--- config.mk ---
export PLATFORM = sky130hd
export DESIGN_NAME = crc8_packet_deframer
export DESIGN_NICKNAME = d
export VERILOG_FILES = /design/src/rtl/core/c8pd_pkg.sv /design/src/rtl/core/c8pd_front.sv /design/src/rtl/core/c8pd_queue.sv /design/src/rtl/core/c8pd_back.sv /design/src/rtl/core/crc8_packet_deframer.sv
export SDC_FILE = /design/constraint.sdc
export NUM_CORES = 1
export LEC_CHECK = 0
export BUFFER_PORTS_ARGS = -buffer_cell sky130_fd_sc_hd__clkbuf_2
export CAP_MARGIN = 10
export CORE_ASPECT_RATIO = 1.5
export CORE_MARGIN = 2
export CORE_UTILIZATION = 29
export CTS_BUF_LIST = sky130_fd_sc_hd__clkbuf_16
export DETAILED_ROUTE_END_ITERATION = 6
export PLACE_DENSITY = 0.42
export SLEW_MARGIN = 20
export SYNTH_ARGS = -nofsm -noshare
export SYNTH_HDL_FRONTEND = slang
export SYNTH_SLANG_ARGS = --single-unit
--- constraint.sdc ---
create_clock -name clk -period 3.8 [get_ports clk]
set_input_delay 0.57 -clock clk [delete_from_list [all_inputs] [get_ports clk]]
set_output_delay 0.57 -clock clk [all_outputs]
set_load 0.02 [all_outputs]
--- src/rtl/core/c8pd_pkg.sv ---
`timescale 1ns / 1ps

package c8pd_pkg;

	// Field widths of the frame format.
	localparam int unsigned BYTE_W = 8;
	localparam int unsigned LEN_W  = 14;

	// Length byte flag that selects a two-byte length, and the CRC-8 polynomial.
	localparam int unsigned LONG_LEN_BIT = 6;
	localparam logic [BYTE_W-1:0] CRC_POLY = 8'h07;

	// Result kinds.
	typedef enum logic {
		KIND_PAYLOAD = 1'b0,
		KIND_END     = 1'b1
	} kind_t;

	// One result beat as it travels from the parser through the queue.
	typedef struct packed {
		kind_t             kind;
		logic [BYTE_W-1:0] payload_byte;
		logic [LEN_W-1:0]  byte_index;
		logic [BYTE_W-1:0] magic_value;
		logic [BYTE_W-1:0] destination_id;
		logic [LEN_W-1:0]  frame_length;
		logic              crc_ok;
	} result_t;

	// Byte-wise CRC-8 update, MSB first, no reflection, no final xor.
	function automatic logic [BYTE_W-1:0] crc8_update(input logic [BYTE_W-1:0] crc,
			input logic [BYTE_W-1:0] b);
		logic [BYTE_W-1:0] c;
		c = crc ^ b;
		for (int k = 0; k < BYTE_W; k++) begin
			if (c[BYTE_W-1]) begin
				c = (c << 1) ^ CRC_POLY;
			end else begin
				c = c << 1;
			end
		end
		return c;
	endfunction

endpackage

--- src/rtl/core/c8pd_front.sv ---
`timescale 1ns / 1ps

module c8pd_front import c8pd_pkg::*; (
	input  logic              clk,
	input  logic              arst_n,
	input  logic              accept,
	input  logic [BYTE_W-1:0] data_byte,
	input  logic              first_byte,
	output logic              push,
	output result_t           push_data
);

	typedef enum logic [2:0] {
		PH_IDLE,
		PH_DEST,
		PH_LEN1,
		PH_LEN2,
		PH_PAYLOAD,
		PH_CHECK
	} phase_t;

	phase_t            phase_q;
	logic [BYTE_W-1:0] crc_q;
	logic [LEN_W-1:0]  length_q;
	logic [LEN_W-1:0]  count_q;
	logic [BYTE_W-1:0] magic_q;
	logic [BYTE_W-1:0] dest_q;

	logic [BYTE_W-1:0] crc_next;
	logic [LEN_W-1:0]  count_inc;
	logic [LEN_W-1:0]  short_len;
	logic [LEN_W-1:0]  long_len_hi;

	// CRC step over the current byte and the decoded length forms.
	assign crc_next    = crc8_update(crc_q, data_byte);
	assign count_inc   = count_q + LEN_W'(1);
	assign short_len   = LEN_W'(data_byte);
	assign long_len_hi = {data_byte[LEN_W-BYTE_W-1:0], {BYTE_W{1'b0}}};

	// Classify the beat: payload bytes and checksum bytes produce a result.
	always_comb begin
		push                     = 1'b0;
		push_data.kind           = KIND_PAYLOAD;
		push_data.payload_byte   = data_byte;
		push_data.byte_index     = count_q;
		push_data.magic_value    = magic_q;
		push_data.destination_id = dest_q;
		push_data.frame_length   = length_q;
		push_data.crc_ok         = 1'b0;
		if (accept && !first_byte) begin
			if (phase_q == PH_PAYLOAD) begin
				push = 1'b1;
			end else if (phase_q == PH_CHECK) begin
				push                   = 1'b1;
				push_data.kind         = KIND_END;
				push_data.payload_byte = '0;
				push_data.byte_index   = '0;
				push_data.crc_ok       = (data_byte == crc_q);
			end
		end
	end

	// Frame parser state.
	always_ff @(posedge clk or negedge arst_n) begin
		if (!arst_n) begin
			phase_q  <= PH_IDLE;
			crc_q    <= '0;
			length_q <= '0;
			count_q  <= '0;
			magic_q  <= '0;
			dest_q   <= '0;
		end else if (accept) begin
			if (first_byte) begin
				magic_q  <= data_byte;
				dest_q   <= '0;
				length_q <= '0;
				count_q  <= '0;
				crc_q    <= crc8_update('0, data_byte);
				phase_q  <= PH_DEST;
			end else begin
				unique case (phase_q)
					PH_DEST: begin
						dest_q  <= data_byte;
						crc_q   <= crc_next;
						phase_q <= PH_LEN1;
					end
					PH_LEN1: begin
						crc_q <= crc_next;
						if (data_byte[LONG_LEN_BIT]) begin
							length_q <= long_len_hi;
							phase_q  <= PH_LEN2;
						end else begin
							length_q <= short_len;
							count_q  <= '0;
							phase_q  <= (short_len == '0) ? PH_CHECK : PH_PAYLOAD;
						end
					end
					PH_LEN2: begin
						crc_q    <= crc_next;
						length_q <= length_q | short_len;
						count_q  <= '0;
						phase_q  <= ((length_q | short_len) == '0) ? PH_CHECK : PH_PAYLOAD;
					end
					PH_PAYLOAD: begin
						crc_q   <= crc_next;
						count_q <= count_inc;
						if (count_inc == length_q) begin
							phase_q <= PH_CHECK;
						end
					end
					PH_CHECK: begin
						phase_q <= PH_IDLE;
					end
					default: begin
						phase_q <= PH_IDLE;
					end
				endcase
			end
		end
	end

	// A result is only produced by an accepted beat.
	assert property (@(posedge clk) disable iff (!arst_n) push |-> accept)
		else $error("result pushed without an accepted beat");

	// The payload phase is never entered with an empty length.
	assert property (@(posedge clk) disable iff (!arst_n)
		(phase_q == PH_PAYLOAD) |-> (length_q != '0))
		else $error("payload phase with zero length");

	// The payload counter stays below the decoded length.
	assert property (@(posedge clk) disable iff (!arst_n)
		(phase_q == PH_PAYLOAD) |-> (count_q < length_q))
		else $error("payload counter ran past the length");

endmodule

--- src/rtl/core/c8pd_queue.sv ---
`timescale 1ns / 1ps

module c8pd_queue import c8pd_pkg::*; #(
	parameter int unsigned DEPTH = 4
) (
	input  logic    clk,
	input  logic    arst_n,
	input  logic    push,
	input  result_t push_data,
	input  logic    pop,
	output result_t pop_data,
	output logic    empty,
	output logic    full
);

	localparam int unsigned PTR_W = (DEPTH > 1) ? $clog2(DEPTH) : 1;
	localparam int unsigned CNT_W = $clog2(DEPTH + 1);
	localparam logic [PTR_W-1:0] LAST_PTR = PTR_W'(DEPTH - 1);
	localparam logic [CNT_W-1:0] FULL_CNT = CNT_W'(DEPTH);

	result_t          mem_q [DEPTH];
	logic [PTR_W-1:0] wr_ptr_q;
	logic [PTR_W-1:0] rd_ptr_q;
	logic [CNT_W-1:0] count_q;

	assign empty    = (count_q == '0);
	assign full     = (count_q == FULL_CNT);
	assign pop_data = mem_q[rd_ptr_q];

	// Entry storage.
	always_ff @(posedge clk) begin
		if (push) begin
			mem_q[wr_ptr_q] <= push_data;
		end
	end

	// Pointers and fill count.
	always_ff @(posedge clk or negedge arst_n) begin
		if (!arst_n) begin
			wr_ptr_q <= '0;
			rd_ptr_q <= '0;
			count_q  <= '0;
		end else begin
			if (push) begin
				wr_ptr_q <= (wr_ptr_q == LAST_PTR) ? '0 : wr_ptr_q + PTR_W'(1);
			end
			if (pop) begin
				rd_ptr_q <= (rd_ptr_q == LAST_PTR) ? '0 : rd_ptr_q + PTR_W'(1);
			end
			if (push && !pop) begin
				count_q <= count_q + CNT_W'(1);
			end else if (pop && !push) begin
				count_q <= count_q - CNT_W'(1);
			end
		end
	end

	assert property (@(posedge clk) disable iff (!arst_n) count_q <= FULL_CNT)
		else $error("queue count above depth");

	assert property (@(posedge clk) disable iff (!arst_n) push |-> !full)
		else $error("push into a full queue");

	assert property (@(posedge clk) disable iff (!arst_n) pop |-> !empty)
		else $error("pop from an empty queue");

endmodule

--- src/rtl/core/c8pd_back.sv ---
`timescale 1ns / 1ps

module c8pd_back import c8pd_pkg::*; (
	input  logic    clk,
	input  logic    arst_n,
	input  logic    q_empty,
	input  result_t q_data,
	output logic    q_pop,
	input  logic    out_stall,
	output logic    out_valid,
	output result_t out_data
);

	logic    valid_q;
	result_t data_q;

	// Load the output register whenever it is empty or its beat is taken.
	assign q_pop     = !q_empty && (!valid_q || !out_stall);
	assign out_valid = valid_q;
	assign out_data  = data_q;

	always_ff @(posedge clk or negedge arst_n) begin
		if (!arst_n) begin
			valid_q <= 1'b0;
		end else if (!valid_q || !out_stall) begin
			valid_q <= !q_empty;
		end
	end

	always_ff @(posedge clk) begin
		if (q_pop) begin
			data_q <= q_data;
		end
	end

	// A waiting result is not replaced while the receiver stalls.
	assert property (@(posedge clk) disable iff (!arst_n)
		(valid_q && out_stall) |-> !q_pop)
		else $error("output register overwritten while stalled");

	// A pop always leaves a valid beat in the output register.
	assert property (@(posedge clk) disable iff (!arst_n) q_pop |=> valid_q)
		else $error("popped result lost");

	// Payload results never carry the CRC pass flag.
	assert property (@(posedge clk) disable iff (!arst_n)
		(valid_q && data_q.kind == KIND_PAYLOAD) |-> !data_q.crc_ok)
		else $error("payload result with crc flag set");

endmodule

--- src/rtl/core/crc8_packet_deframer.sv ---
`timescale 1ns / 1ps

// Packet deframer with CRC-8 check.
// Input channel: one link byte per beat on data_byte, with first_byte high on
// the magic byte of each packet; a beat moves when in_valid is high and
// in_stall is low. A first-flagged byte restarts parsing in any state.
// Output channel: one result per beat when out_valid is high and out_stall is
// low. kind low carries a payload byte with its index; kind high marks the
// end of a packet with the header fields and crc_ok.
// Throughput is one byte per cycle while in_stall is low. A result passes from
// the parser through a result queue of QUEUE_DEPTH entries and the output
// register before it appears on the outputs.
// When the receiver stalls, results collect in the queue; in_stall rises
// only once the queue is full, and is driven from the registered fill count.
// Reset clears the parser to idle, empties the queue and drops out_valid;
// header bytes, stray bytes after a packet and the CRC byte of an abandoned
// packet produce no result.
module crc8_packet_deframer import c8pd_pkg::*; #(
	parameter int unsigned QUEUE_DEPTH = 4
) (
	input  logic              clk,
	input  logic              arst_n,
	input  logic              in_valid,
	output logic              in_stall,
	input  logic [BYTE_W-1:0] data_byte,
	input  logic              first_byte,
	output logic              out_valid,
	input  logic              out_stall,
	output logic              kind,
	output logic [BYTE_W-1:0] payload_byte,
	output logic [LEN_W-1:0]  byte_index,
	output logic [BYTE_W-1:0] magic_value,
	output logic [BYTE_W-1:0] destination_id,
	output logic [LEN_W-1:0]  frame_length,
	output logic              crc_ok
);

	logic    accept;
	logic    push;
	result_t push_data;
	logic    q_pop;
	result_t q_data;
	logic    q_empty;
	logic    q_full;
	result_t out_data;

	assign in_stall = q_full;
	assign accept   = in_valid && !in_stall;

	c8pd_front u_front (
		.clk        (clk),
		.arst_n     (arst_n),
		.accept     (accept),
		.data_byte  (data_byte),
		.first_byte (first_byte),
		.push       (push),
		.push_data  (push_data)
	);

	c8pd_queue #(
		.DEPTH (QUEUE_DEPTH)
	) u_queue (
		.clk       (clk),
		.arst_n    (arst_n),
		.push      (push),
		.push_data (push_data),
		.pop       (q_pop),
		.pop_data  (q_data),
		.empty     (q_empty),
		.full      (q_full)
	);

	c8pd_back u_back (
		.clk       (clk),
		.arst_n    (arst_n),
		.q_empty   (q_empty),
		.q_data    (q_data),
		.q_pop     (q_pop),
		.out_stall (out_stall),
		.out_valid (out_valid),
		.out_data  (out_data)
	);

	// Unpack the result beat onto its ports.
	assign kind           = out_data.kind;
	assign payload_byte   = out_data.payload_byte;
	assign byte_index     = out_data.byte_index;
	assign magic_value    = out_data.magic_value;
	assign destination_id = out_data.destination_id;
	assign frame_length   = out_data.frame_length;
	assign crc_ok         = out_data.crc_ok;

endmodule
==> run summary <==
Die width = 180 um
Crit path required time = 4240 ps
Total I/O pin count = 69
Tmin final = 2710 ps
Vias in the first global route = 7,581
Placer Congestion = 0.776
Worst-Margin Slew = 950 ps
Setup repair bufs after CTS = 0
Placed instance count = 1,424
DR WL/cell = 20.8 um
Clock root cell = clkbuf_16
FF-to-FF path depth = 7
Num Clock Sinks = 333
FF-to-FF setup slack = 1090 ps
Number of synthesized flops with an enable pin = 270
Antenna cells = 0
Hold_buf cts = 0
Hold Path Class = input port to asynchronous set/reset pin
Reg-to-Reg Start = u_front.count_q[0]$_DFFE_PN0P_
Cts repair resizes = 0
Ys async rst share = 0.189
Status = completed
Synth top area share = 0.600
Mapped Cells = 800
Die ar. = 0.0484 mm2
Filler instances = 4,418
Clk Latency, worst-skew pair = 520 ps
Drc violations = 0
GRT Total Usage = 0.131
Drt via density = 4.77
Layout cell share with drive strength beyond 1 = 0.224
Nets@finish = 903
Total wire length = 30,900 um
Nature of the critical path endpoint = register
Synth area leaders = edfxtp_1 60%, dfrtp_1 12%, mux4_2 9.0%
Syn nets = 830
Clock tree from TritonCTS = built
Drt first pass iters = 5
Post-Layout Cell Count = 1,487
Critical path class = register to register
Synthesized area = 0.0135 mm2
Largest net degree at the start of global routing = 55
Yosys top cell by area = edfxtp_1
Via count = 7,095
Maximum vdd ir drop = 0.260 mV
Rows = 96
Worst EP arrival = 3150 ps
Clk buf depth = 3
Setup TNS = 0 ps
Sequential-to-total area share from yosys stat = 0.716
Antenna violations before repair = 0
Area growth syn-to-layout = 16.2%
Count of pins over their slew limit = 0
Crit share post-route = 0.714
CORE AREA = 0.0459 mm2
Clk slew on worst S/H paths = 60 ps
Worst Skew = 11.1 ps
RSZ-0062 raised after global routing = false
Grt ovf = 0
MaxCap Viol Count = 0
Fin worst setup slack = 1090 ps
CP Max Fanout = 9
YS warnings = 0
Number of CTS-inserted buffers = 35
PortBufs = 68
Worst relative slew slack = 0.367
Starting Density = 0.295
Main synth FF type = edfxtp_1
Synth unique cells = 60
F_max = 0.369 GHz
FF-to-FF End = u_front.phase_q[0]$_DFFE_PN0P_
Global-route wire length before repair = 48,100 um
Pwr Density = 722 mW/mm2
Most instantiated cells after synthesis = 270 x edfxtp_1, 63 x dfrtp_1, 54 x mux4_2, 45 x nand2_1, 38 x o21ai_0
Dpl hpwl = 19,100 um
Avg Inst Size Synth = 16.9 um2
Final setup vio count = 0
Post-route ant nets = 0
DR iter-0 viols = 529
Worst slack, placed = 1120 ps
Most common cell in the netlist = edfxtp_1
Die height = 268 um
#FFs+latches synth = 333
Static Leakage = 5.57 nW
H-tree levels = 2
Startpoint types = register
Endpoints failing hold = 0
Worst hold margin = 73.9 ps
## state kept, by name, indices dropped and copies added (netlist names), 2 cells and up
register          cells
u_queue.count_q       3
u_queue.wr_ptr_q      2
u_front.magic_q       8
u_back.out_data      54
u_front.crc_q         8
u_front.length_q     14
u_queue.rd_ptr_q      2
u_front.count_q      14
u_queue.mem_q       216
u_front.dest_q        8
u_front.phase_q       3
## area by class of cell
class | count | area [um2] | area share
Sequential cell | 333 | 9690 | 0.617
Multi-Input combinational cell | 401 | 3560 | 0.227
Clock buffer | 37 | 926 | 0.0590
Tap cell | 588 | 736 | 0.0468
Timing Repair Buffer | 85 | 543 | 0.0346
Clock inverter | 26 | 186 | 0.0119
Inverter | 17 | 63.8 | 0.00406
## metal layers
| metal | GRT usage | part of all wire |
|---|---|---|
| met3 | 0.0209 | 0.034 |
| met2 | 0.232 | 0.51 |
| met5 | 0 | 0 |
| met1 | 0.163 | 0.43 |
| met4 | 0.0427 | 0.024 |
## worst max-delay path, cell delays in order (launching register included)
cell	delay, ps
dfrtp_1	470
ha_1	410
nand4_4	170
or4_1	540
a22oi_1	200
nand4b_1	120
or4_1	560
a21oi_1	160
## power by group
part | switching (mW) | internal [mW]
registers | 0.580 | 4.71
logic | 1.46 | 1.23
clock network | 1.40 | 1.96
## logic make-up (layout without fill, tap and decap cells)
| group | Yosys count | in the layout | synth area share |
|---|---|---|---|
| and+or+nand+nor | 155 | 155 | 0.0611 |
| muxes | 58 | 58 | 0.0932 |
| DFF | 333 | 333 | 0.716 |
| AOI/OAI and AO/OA | 121 | 121 | 0.0589 |
| buffers and inverters | 66 | 165 | 0.0206 |
| xor gates and xnor gates | 50 | 50 | 0.0335 |
| adders and majority gates | 17 | 17 | 0.0163 |
## metrics by stage
step           utilization  total power [mW]  area (um2)
2_1_floorplan            -              7.16       13500
3_3_place_gp         0.318              8.14       14600
3_5_place_dp         0.318              8.16       14600
4_1_cts              0.342              11.6       15700
5_1_grt              0.342              12.0       15700
6_report             0.342              11.3       15700
## how the worst max path moves through the flow
| stage | from | to | slack [ps] | cells after the start |
|---|---|---|---|---|
| floorplan | u_front.phase_q[1]$_DFFE_PN0P_ | u_queue.mem_q[0][0]$_DFFE_PP_ | 740 | 5 |
| global placement | u_front.count_q[0]$_DFFE_PN0P_ | u_front.phase_q[0]$_DFFE_PN0P_ | 1170 | 7 |
| detailed placement | u_front.count_q[0]$_DFFE_PN0P_ | u_front.phase_q[0]$_DFFE_PN0P_ | 1120 | 7 |
| CTS | u_front.count_q[0]$_DFFE_PN0P_ | u_front.phase_q[0]$_DFFE_PN0P_ | 1100 | 7 |
| global route | u_front.phase_q[2]$_DFFE_PN0P_ | u_queue.mem_q[0][0]$_DFFE_PP_ | 810 | 5 |
| finish | u_front.count_q[0]$_DFFE_PN0P_ | u_front.phase_q[0]$_DFFE_PN0P_ | 1090 | 7 |
## cells in the final DEF (no fill, tap or decap), drive strengths merged, types with 5 or more instances in the layout
cell and instances:
and3 5, nor3 7, o31ai 11, a21oi 15, clkinv 12, nand2 45, buf 18, nand4 8
ha 16, dfrtp 63, xor2 14, a21o 7, mux4 54, a22o 15, edfxtp 270, and2 21
nor2b 8, xnor2 35, a31oi 7, nor2 24, nor4 6, nand2b 6, clkbuf 104, inv 27
o21ai 41, nand3 11
No activity file was read; power rests on OpenSTA's default activity.
